## src/design/tmma_pkg.sv

```systemverilog
`default_nettype none
// ----------------------------------------------------------------------------
// tmma_pkg: shared types, constants and arithmetic helpers
// Sizes, command and register codes, and Q-format rounding and saturation
// used by the triangular matrix multiply-add core.
// ----------------------------------------------------------------------------
package tmma_pkg;

  localparam int MAX_DIM   = 16;
  localparam int FRAC_BITS = 16;

  localparam int IDX_W  = $clog2(MAX_DIM);
  localparam int CNT_W  = $clog2(MAX_DIM + 1);
  localparam int DEPTH  = MAX_DIM * MAX_DIM;
  localparam int ADDR_W = $clog2(DEPTH);
  localparam int RND_W  = 64 - FRAC_BITS;
  localparam int ACC_W  = RND_W + $clog2(MAX_DIM);

  localparam int CFG_IDX_W = 3;
  localparam int DIM_REG_W = 5;

  typedef logic signed [31:0] word_t;

  // s_tdata layout, lowest bits last
  typedef struct packed {
    word_t      value;
    logic [3:0] col_index;
    logic [3:0] row_index;
  } in_beat_t;

  typedef struct packed {
    logic start;
    logic skip;
    logic term_valid;
    logic term_last;
  } mac_ctl_t;

  typedef struct packed {
    logic busy;
    logic done;
  } mac_stat_t;

  localparam logic [1:0] CMD_WRITE_T = 2'd0;
  localparam logic [1:0] CMD_WRITE_B = 2'd1;
  localparam logic [1:0] CMD_COMPUTE = 2'd2;

  localparam logic MODE_UPPER = 1'b0;
  localparam logic MODE_LOWER = 1'b1;

  localparam logic [CFG_IDX_W-1:0] REG_MODE  = 3'd0;
  localparam logic [CFG_IDX_W-1:0] REG_ROWS  = 3'd1;
  localparam logic [CFG_IDX_W-1:0] REG_COLS  = 3'd2;
  localparam logic [CFG_IDX_W-1:0] REG_BCOLS = 3'd3;
  localparam logic [CFG_IDX_W-1:0] REG_ALPHA = 3'd4;
  localparam logic [CFG_IDX_W-1:0] REG_BETA  = 3'd5;

  localparam logic [DIM_REG_W-1:0] DIM_RESET   = 5'd16;
  localparam word_t                ALPHA_RESET = 32'sd65536;
  localparam word_t                BETA_RESET  = 32'sd0;

  localparam logic signed [63:0] ROUND_HALF = 64'sd1 <<< (FRAC_BITS - 1);
  localparam logic signed [63:0] SAT_HI     = 64'sd2147483647;
  localparam logic signed [63:0] SAT_LO     = -64'sd2147483648;

  // round half up, drop FRAC_BITS fraction bits
  function automatic logic signed [RND_W-1:0] rnd_q(input logic signed [63:0] p);
    logic signed [63:0] s;
    s = p + ROUND_HALF;
    return s[63:FRAC_BITS];
  endfunction

  function automatic word_t sat32(input logic signed [63:0] x);
    word_t r;
    if (x > SAT_HI) begin
      r = 32'sh7FFFFFFF;
    end else if (x < SAT_LO) begin
      r = 32'sh80000000;
    end else begin
      r = x[31:0];
    end
    return r;
  endfunction

  function automatic logic [CNT_W-1:0] dim_clamp(input logic [DIM_REG_W-1:0] r);
    logic [CNT_W-1:0] d;
    if (int'(r) > MAX_DIM) begin
      d = CNT_W'(MAX_DIM);
    end else begin
      d = CNT_W'(r);
    end
    return d;
  endfunction

endpackage
`default_nettype wire

```

## src/design/tmma_mac.sv

```systemverilog
`default_nettype none
// ----------------------------------------------------------------------------
// tmma_mac: shared multiplier and accumulator
// Accumulates rounded T*B terms, then reuses the multiplier for the alpha
// and beta scaling and forms the saturated C element.
// ----------------------------------------------------------------------------
module tmma_mac (
  input  logic                clk,
  input  logic                rst,
  input  tmma_pkg::mac_ctl_t  ctl,
  input  tmma_pkg::word_t     c_in,
  input  tmma_pkg::word_t     alpha,
  input  tmma_pkg::word_t     beta,
  input  tmma_pkg::word_t     t_in,
  input  tmma_pkg::word_t     b_in,
  output tmma_pkg::mac_stat_t stat,
  output tmma_pkg::word_t     result
);
  import tmma_pkg::*;

  localparam logic [2:0] M_IDLE  = 3'd0;
  localparam logic [2:0] M_TERMS = 3'd1;
  localparam logic [2:0] M_ALPHA = 3'd2;
  localparam logic [2:0] M_BETA  = 3'd3;
  localparam logic [2:0] M_SUM   = 3'd4;

  logic [2:0]               st;
  logic                     prod_v;
  logic                     prod_last;
  logic                     done;
  logic signed [63:0]       prod;
  logic signed [ACC_W-1:0]  acc;
  logic signed [RND_W-1:0]  alpha_term;
  word_t                    c_q;
  word_t                    mul_a;
  word_t                    mul_b;

  always_comb begin
    unique case (st)
      M_ALPHA: begin
        mul_a = alpha;
        mul_b = sat32(64'(acc));
      end
      M_BETA: begin
        mul_a = beta;
        mul_b = c_q;
      end
      default: begin
        mul_a = t_in;
        mul_b = b_in;
      end
    endcase
  end

  always_ff @(posedge clk) begin
    prod <= mul_a * mul_b;
    prod_last <= ctl.term_last;
    if (ctl.start) begin
      acc <= '0;
      c_q <= c_in;
    end else if (prod_v) begin
      acc <= acc + ACC_W'(rnd_q(prod));
    end
    if (st == M_BETA) begin
      alpha_term <= rnd_q(prod);
    end
    if (st == M_SUM) begin
      result <= sat32(64'(alpha_term) + 64'(rnd_q(prod)));
    end
  end

  always_ff @(posedge clk) begin
    if (rst) begin
      st     <= M_IDLE;
      prod_v <= 1'b0;
      done   <= 1'b0;
    end else begin
      prod_v <= ctl.term_valid;
      done   <= 1'b0;
      unique case (st)
        M_IDLE: begin
          if (ctl.start) begin
            st <= ctl.skip ? M_ALPHA : M_TERMS;
          end
        end
        M_TERMS: begin
          if (prod_v && prod_last) begin
            st <= M_ALPHA;
          end
        end
        M_ALPHA: st <= M_BETA;
        M_BETA:  st <= M_SUM;
        M_SUM: begin
          st   <= M_IDLE;
          done <= 1'b1;
        end
        default: st <= M_IDLE;
      endcase
    end
  end

  assign stat.busy = (st != M_IDLE);
  assign stat.done = done;

endmodule
`default_nettype wire

```

## config.mk

```make
export PLATFORM = sky130hd
export DESIGN_NAME = tmma_mac
export DESIGN_NICKNAME = d
export VERILOG_FILES = /design/src/design/tmma_pkg.sv /design/src/design/tmma_mac.sv
export SDC_FILE = /design/constraint.sdc
export NUM_CORES = 2
export LEC_CHECK = 0
export BUFFER_PORTS_ARGS = -buffer_cell sky130_fd_sc_hd__buf_2
export CAP_MARGIN = 40
export CORE_UTILIZATION = 45
export CTS_CLUSTER_DIAMETER = 30
export DETAILED_ROUTE_END_ITERATION = 8
export SLEW_MARGIN = 40
export SYNTH_ARGS = -nofsm -noshare
export SYNTH_HDL_FRONTEND = slang
export SYNTH_SLANG_ARGS = --single-unit
```

## constraint.sdc

```tcl
create_clock -name clk -period 11.3 [get_ports clk]
set_input_delay 2.26 -clock clk [delete_from_list [all_inputs] [get_ports clk]]
set_output_delay 2.26 -clock clk [all_outputs]
set_load 0.005 [all_outputs]
```

== After elaboration in Yosys (flattened, before gate mapping) ==
Cells that the tools add are included.
Storage, ports and cells
  flip-flop bits (word level): 234
  bits in latches: 0
  memory bits (writable): 0
  bits in read-only memories: 0
  input port bits: 166
  output and inout bits: 34
  word-level logic and storage cells: 37
  memories: 0
Operators by class
  add/sub/neg operators: 3
  multiply operators: 1
  divide/modulo/power cells: 0
  magnitude comparators: 4
  eq/ne operators: 6
  shift-type cells: 0
  multiplexer cells: 10
  bitwise logic cells: 0
  reduce and logical (&&, ||, !) cells: 4
Operator list (count)
  $pmux 32 s2: 2
  $mux 32: 3
  $add 64x17->64 const B: 1
  $mul 32x32->64: 1
  $add 52x48->52: 1
  $gt 52x32->1 const B: 1
  $lt 52x32->1 const B: 1
  $add 48x48->49: 1
  $gt 49x32->1 const B: 1
  $lt 49x32->1 const B: 1
  $pmux 3 s4: 1
  $eq 3x2->1 const B: 2
  $mux 3: 2
  $ne 2x2->1 const B: 2
  $eq 3x1->1 const B: 1
  $eq 3x3->1 const B: 1
  $logic_not 3->1: 1
  $reduce_bool 3->1: 1
  $mux 2: 1
  $reduce_and 2->1: 1
  $logic_and 1x1->1: 1
  $mux 1: 1

== Longest topological paths before layout ==
  depth after elaboration: 5
  gate-level depth with buffers: 38
  mapped depth without buffers: 36

== Worst setup path before layout ==
OpenSTA, ideal clock, no wires.
  path type: input to register
  start point: input port b_in[10]
  end point: register prod[62]
  library setup time: 125 ps
  data arrival time: 10124 ps
  required time: 11175 ps
  slack: 1052 ps
  stages on the path: 32
  path buffers: 1
  path through: nor2_1 > a221oi_1 > clkbuf_1 > nand2_1 > fa_1 > inv_1 > fa_1 > fa_1 > inv_1 > fa_1 > inv_1 > fa_1 > inv_1 > fa_1 > inv_1 > fa_1 > inv_1 > fa_1 > inv_1 > ha_1 > a21o_1 > a21o_1 > a21oi_1 > o21ai_0 > a31o_2 > o41ai_1 > o211ai_1 > a221oi_2 > o21ai_2 > a221oi_1 > a31oi_1 > xor2_1
Between the ends
  longest elaborated chain between the ends: 2
RTL lines
  start: declaration: line tmma_mac.sv:15  | input tmma_pkg::word_t b_in,
  $pmux 32 s2: line tmma_mac.sv:39  | unique case (st)
  $mul 32x32->64: line tmma_mac.sv:56  | prod <= mul_a * mul_b;
  end signal: assignment: line tmma_mac.sv:56
  end: declaration: line tmma_mac.sv:31  | logic signed [63:0] prod;
Every way passes these cells.
A chain may end at the register's enable or synchronous reset.

== Final worst setup path ==
  start point: register acc[38]
  end point: register prod[59]
Between the ends
  longest elaborated chain between the ends: 5
  elaborated cells between the ends (all ways): 6
  classes of those cells: mul (1); order compare (2); mux (3)
RTL lines
  start: declaration: line tmma_mac.sv:32  | logic signed [ACC_W-1:0] acc;
  start signal: assignment: line tmma_mac.sv:62  | acc <= acc + ACC_W'(rnd_q(prod));
  $lt 52x32->1: line tmma_pkg.sv:76  | end else if (x < SAT_LO) begin
  $mux 32: line tmma_pkg.sv:76
  $mux 32 (*): line tmma_pkg.sv:74  | if (x > SAT_HI) begin
  $pmux 32 s2 (*): line tmma_mac.sv:39
  $mul 32x32->64 (*): line tmma_mac.sv:56
Mark *: on every way between the ends. The rest lies on a longest branch, timed or not.

==> metrics.yaml <==
status: "completed"
core_region_area_um2: 109000
portBuffers: 199
cp_common_cell: "fa_1"
avgRoutedWirePerCell_um: 23.2
critPathArrivalTime_ns: 10.94
critPathMaxStageDelay_ns: 0.63
drive_above_1_share: 0.0995
r2r_setup_slack_ns: 0.80
cts.repair.resized: 0
num_rows: 121
initial_utilization: 0.455
ys.flop_type: "edfxtp_1"
fin_crit_ns: 10.50
synthSimpleGateAreaFrac: 0.141
num_io_pins: 200
critPathBufInv: 5
place.gp.congestion: 0.964
cts.sinks: 219
timing.fmax_mhz: 95.2
numCtsBuffers: 45
ys_top_cells_by_area: "fa_1 (44%), inv_1 (7.7%), ha_1 (7.0%)"
grt_pass1_vias: 40400
r2r-start: "acc[38]$_SDFFE_PP0P_"
insertion_delay_ns: 0.57
synthMuxAreaShare: 0.0162
grt_pass1_wl_mm: 250
setup_viol: 0
fin_worst_skew_ns: 0.0196
htree_levels: 2
first_iter_violations: 3189
finalSetupTns_ns: 0
via_per_inst: 5.49
hold_viol: 0
synth_fp_nets: 6961
slew_viol_final: 0
route.detailed.drc: 0
num_vias: 39200
cpMaxStageDelayCell: "nor2_1"
r2r_cells: 35
crit_start: "acc[38]$_SDFFE_PP0P_"
max_cap_violations: 0
synthArstFlopShare: 0
synth_fa_ha_area_frac: 0.507
crit_type: "reg -> reg"
post_cts_buffers: 0
clock_path_buffers: 3
cts_root_buffer: "clkbuf_16"
ys_ff_latch: 219
cts_tree: "yes"
grt_start_max_net_pins: 62
synth_area_leader_cell: "fa_1"
required_ns: 11.74
clkTransAtPathRegs_ns: 0.05
yosys.cell_types.count: 103
worstMarginPinSlew_ns: 0.919
cp-start-kind: "flip-flop"
worstPathMaxFanout: 33
synth-xor-area-share: 0.0345
maxSlewHeadroom: 0.388
synth_edf_count: 112
ant_nets: 0
rsz0062_at_grt: "no"
track_usage: 0.300
seq_area_frac_synth: 0.111
synthCells: 5432
area_growth_pct: 10.5
antenna_found_initial: 8
ys_warn_count: 0
fin_crit_sh: 0.930
first_pass_iters: 8
crit_cells: 35
gr-total-overflow: 0
fp.dieW_um: 334
synth.top_cell.area_share: 0.437
cp-endpoint: "prod[59]$_DFF_P_"
synth_top_family_by_area: "adder cells"
cpLargestDelayFamily: "adder cells"
finalWirelength_mm: 165
fp.dieH_um: 334
r2r_end: "prod[59]$_DFF_P_"
min_path_type: "reg -> reg"
die-area_um2: 112000
netlist_area_um2: 49700
hold_buffers: 0
synth-compound-area-share: 0.0904
hold_start: "acc[48]$_SDFFE_PP0P_"
nets: 7151
synth.avg_cell_area_um2: 9.14
worstSetupEndpointType: "flip-flop"
hpwl_mm: 139
==> per-layer routing <==
metal | wire length, µm | up-vias | part of all wire | global-route usage
met3 | 15000 | 366 | 0.091 | 0.0531
met5 | 38 | - | 0.00023 | 0
met1 | 69800 | 19900 | 0.42 | 0.421
li1 | - | 17200 | - | -
met2 | 73700 | 1727 | 0.45 | 0.466
met4 | 6870 | 6 | 0.042 | 0.108
==> logic make-up (layout without fill, tap and decap cells) <==
group / after synthesis / in the layout
mux: 80 / 80
flops: 219 / 219
fa+ha+maj: 1363 / 1363
compound gates: 663 / 663
xor+xnor: 195 / 195
simple gates: 1636 / 1636
other cells: 0 / 2
buf+inv: 1276 / 1503
==> registers in the layout, indices dropped and copies added (netlist names) <==
name        flops
acc            52
alpha_term     48
c_q            32
done            1
prod           49
prod_last       1
prod_v          1
result         32
st              3
==> cell type report <==
type | instances | area (µm²)
Fill cell | 10400 | 54300
Clock buffer | 49 | 1190
Sequential cell | 219 | 5510
Tap cell | 1476 | 1850
Clock inverter | 35 | 373
Inverter | 1022 | 3840
Antenna cell | 2 | 5.00
Timing Repair Buffer | 397 | 2650
Multi-Input combinational cell | 3937 | 39500
==> cell usage after synthesis (8+ instances only) <==
cell type,count
and4_1,9
nand3_1,57
nor2_1,667
nor2b_1,36
buf_6,9
o31ai_1,10
nand2b_1,46
dfxtp_1,107
nand3b_1,10
clkbuf_1,212
or3_1,8
o211ai_1,15
and2_1,23
inv_1,1019
buf_1,14
xor2_1,77
nor3_1,28
xnor2_1,117
nand2_1,641
and3_1,23
a211oi_1,17
a221o_1,20
o21ai_1,34
ha_1,279
a21o_1,122
o21bai_1,21
edfxtp_1,112
nand4_1,44
o21a_1,62
o21ai_0,77
a31oi_1,22
mux2i_1,78
fa_1,1084
a21oi_1,167
nor4_1,10
a221oi_1,20
==> worst register-to-register path, delay by kind of cell (launching register included) <==
kind | cells | cell delay, ns
fa+ha+maj | 9 | 4.13
compound gates | 15 | 3.29
simple gates | 5 | 1.46
buf+inv | 5 | 0.95
flops | 1 | 0.39
xor+xnor | 1 | 0.15
==> metrics by stage <==
| step | util | hold WS [ns] | cells | setup slack [ns] | area (µm²) |
|---|---|---|---|---|---|
| finish | 0.503 | 0.510 | 7137 | 0.796 | 54900 |
| global route | 0.503 | 0.528 | 7135 | 0.507 | 54900 |
| CTS | 0.502 | 0.508 | 7135 | 0.934 | 54900 |
| detailed placement | 0.488 | 0.501 | 7051 | 0.406 | 53300 |
| global placement | 0.487 | 0.479 | 7044 | 0.0979 | 53100 |
| floorplan | - | 0.458 | 5432 | 1.05 | 49700 |
==> how the worst min path moves through the flow <==
stage,slack [ns],to,cells past startpoint
floorplan,0.46,acc[48]$_SDFFE_PP0P_,2
global placement,0.48,acc[50]$_SDFFE_PP0P_,2
detailed placement,0.50,acc[22]$_SDFFE_PP0P_,2
CTS,0.51,acc[22]$_SDFFE_PP0P_,2
global route,0.53,acc[48]$_SDFFE_PP0P_,2
finish,0.51,acc[48]$_SDFFE_PP0P_,2
==> placed cells by master, fill, tap and decap left out, drive strengths merged, types with 28 or more instances in the layout <==
| cell | instances |
|---|---|
| mux2i | 78 |
| o21a | 63 |
| nor3 | 28 |
| nor2 | 668 |
| nor2b | 37 |
| inv | 1027 |
| fa | 1084 |
| buf | 397 |
| nand4 | 45 |
| edfxtp | 112 |
| a21o | 126 |
| o21ai | 114 |
| nand3 | 57 |
| clkbuf | 49 |
| dfxtp | 107 |
| xor2 | 77 |
| a21oi | 168 |
| ha | 279 |
| nand2 | 641 |
| nand2b | 47 |
| xnor2 | 118 |
Power is not shown: default switching activity piles up to over one toggle a cycle in this logic, so the estimate is an artifact.
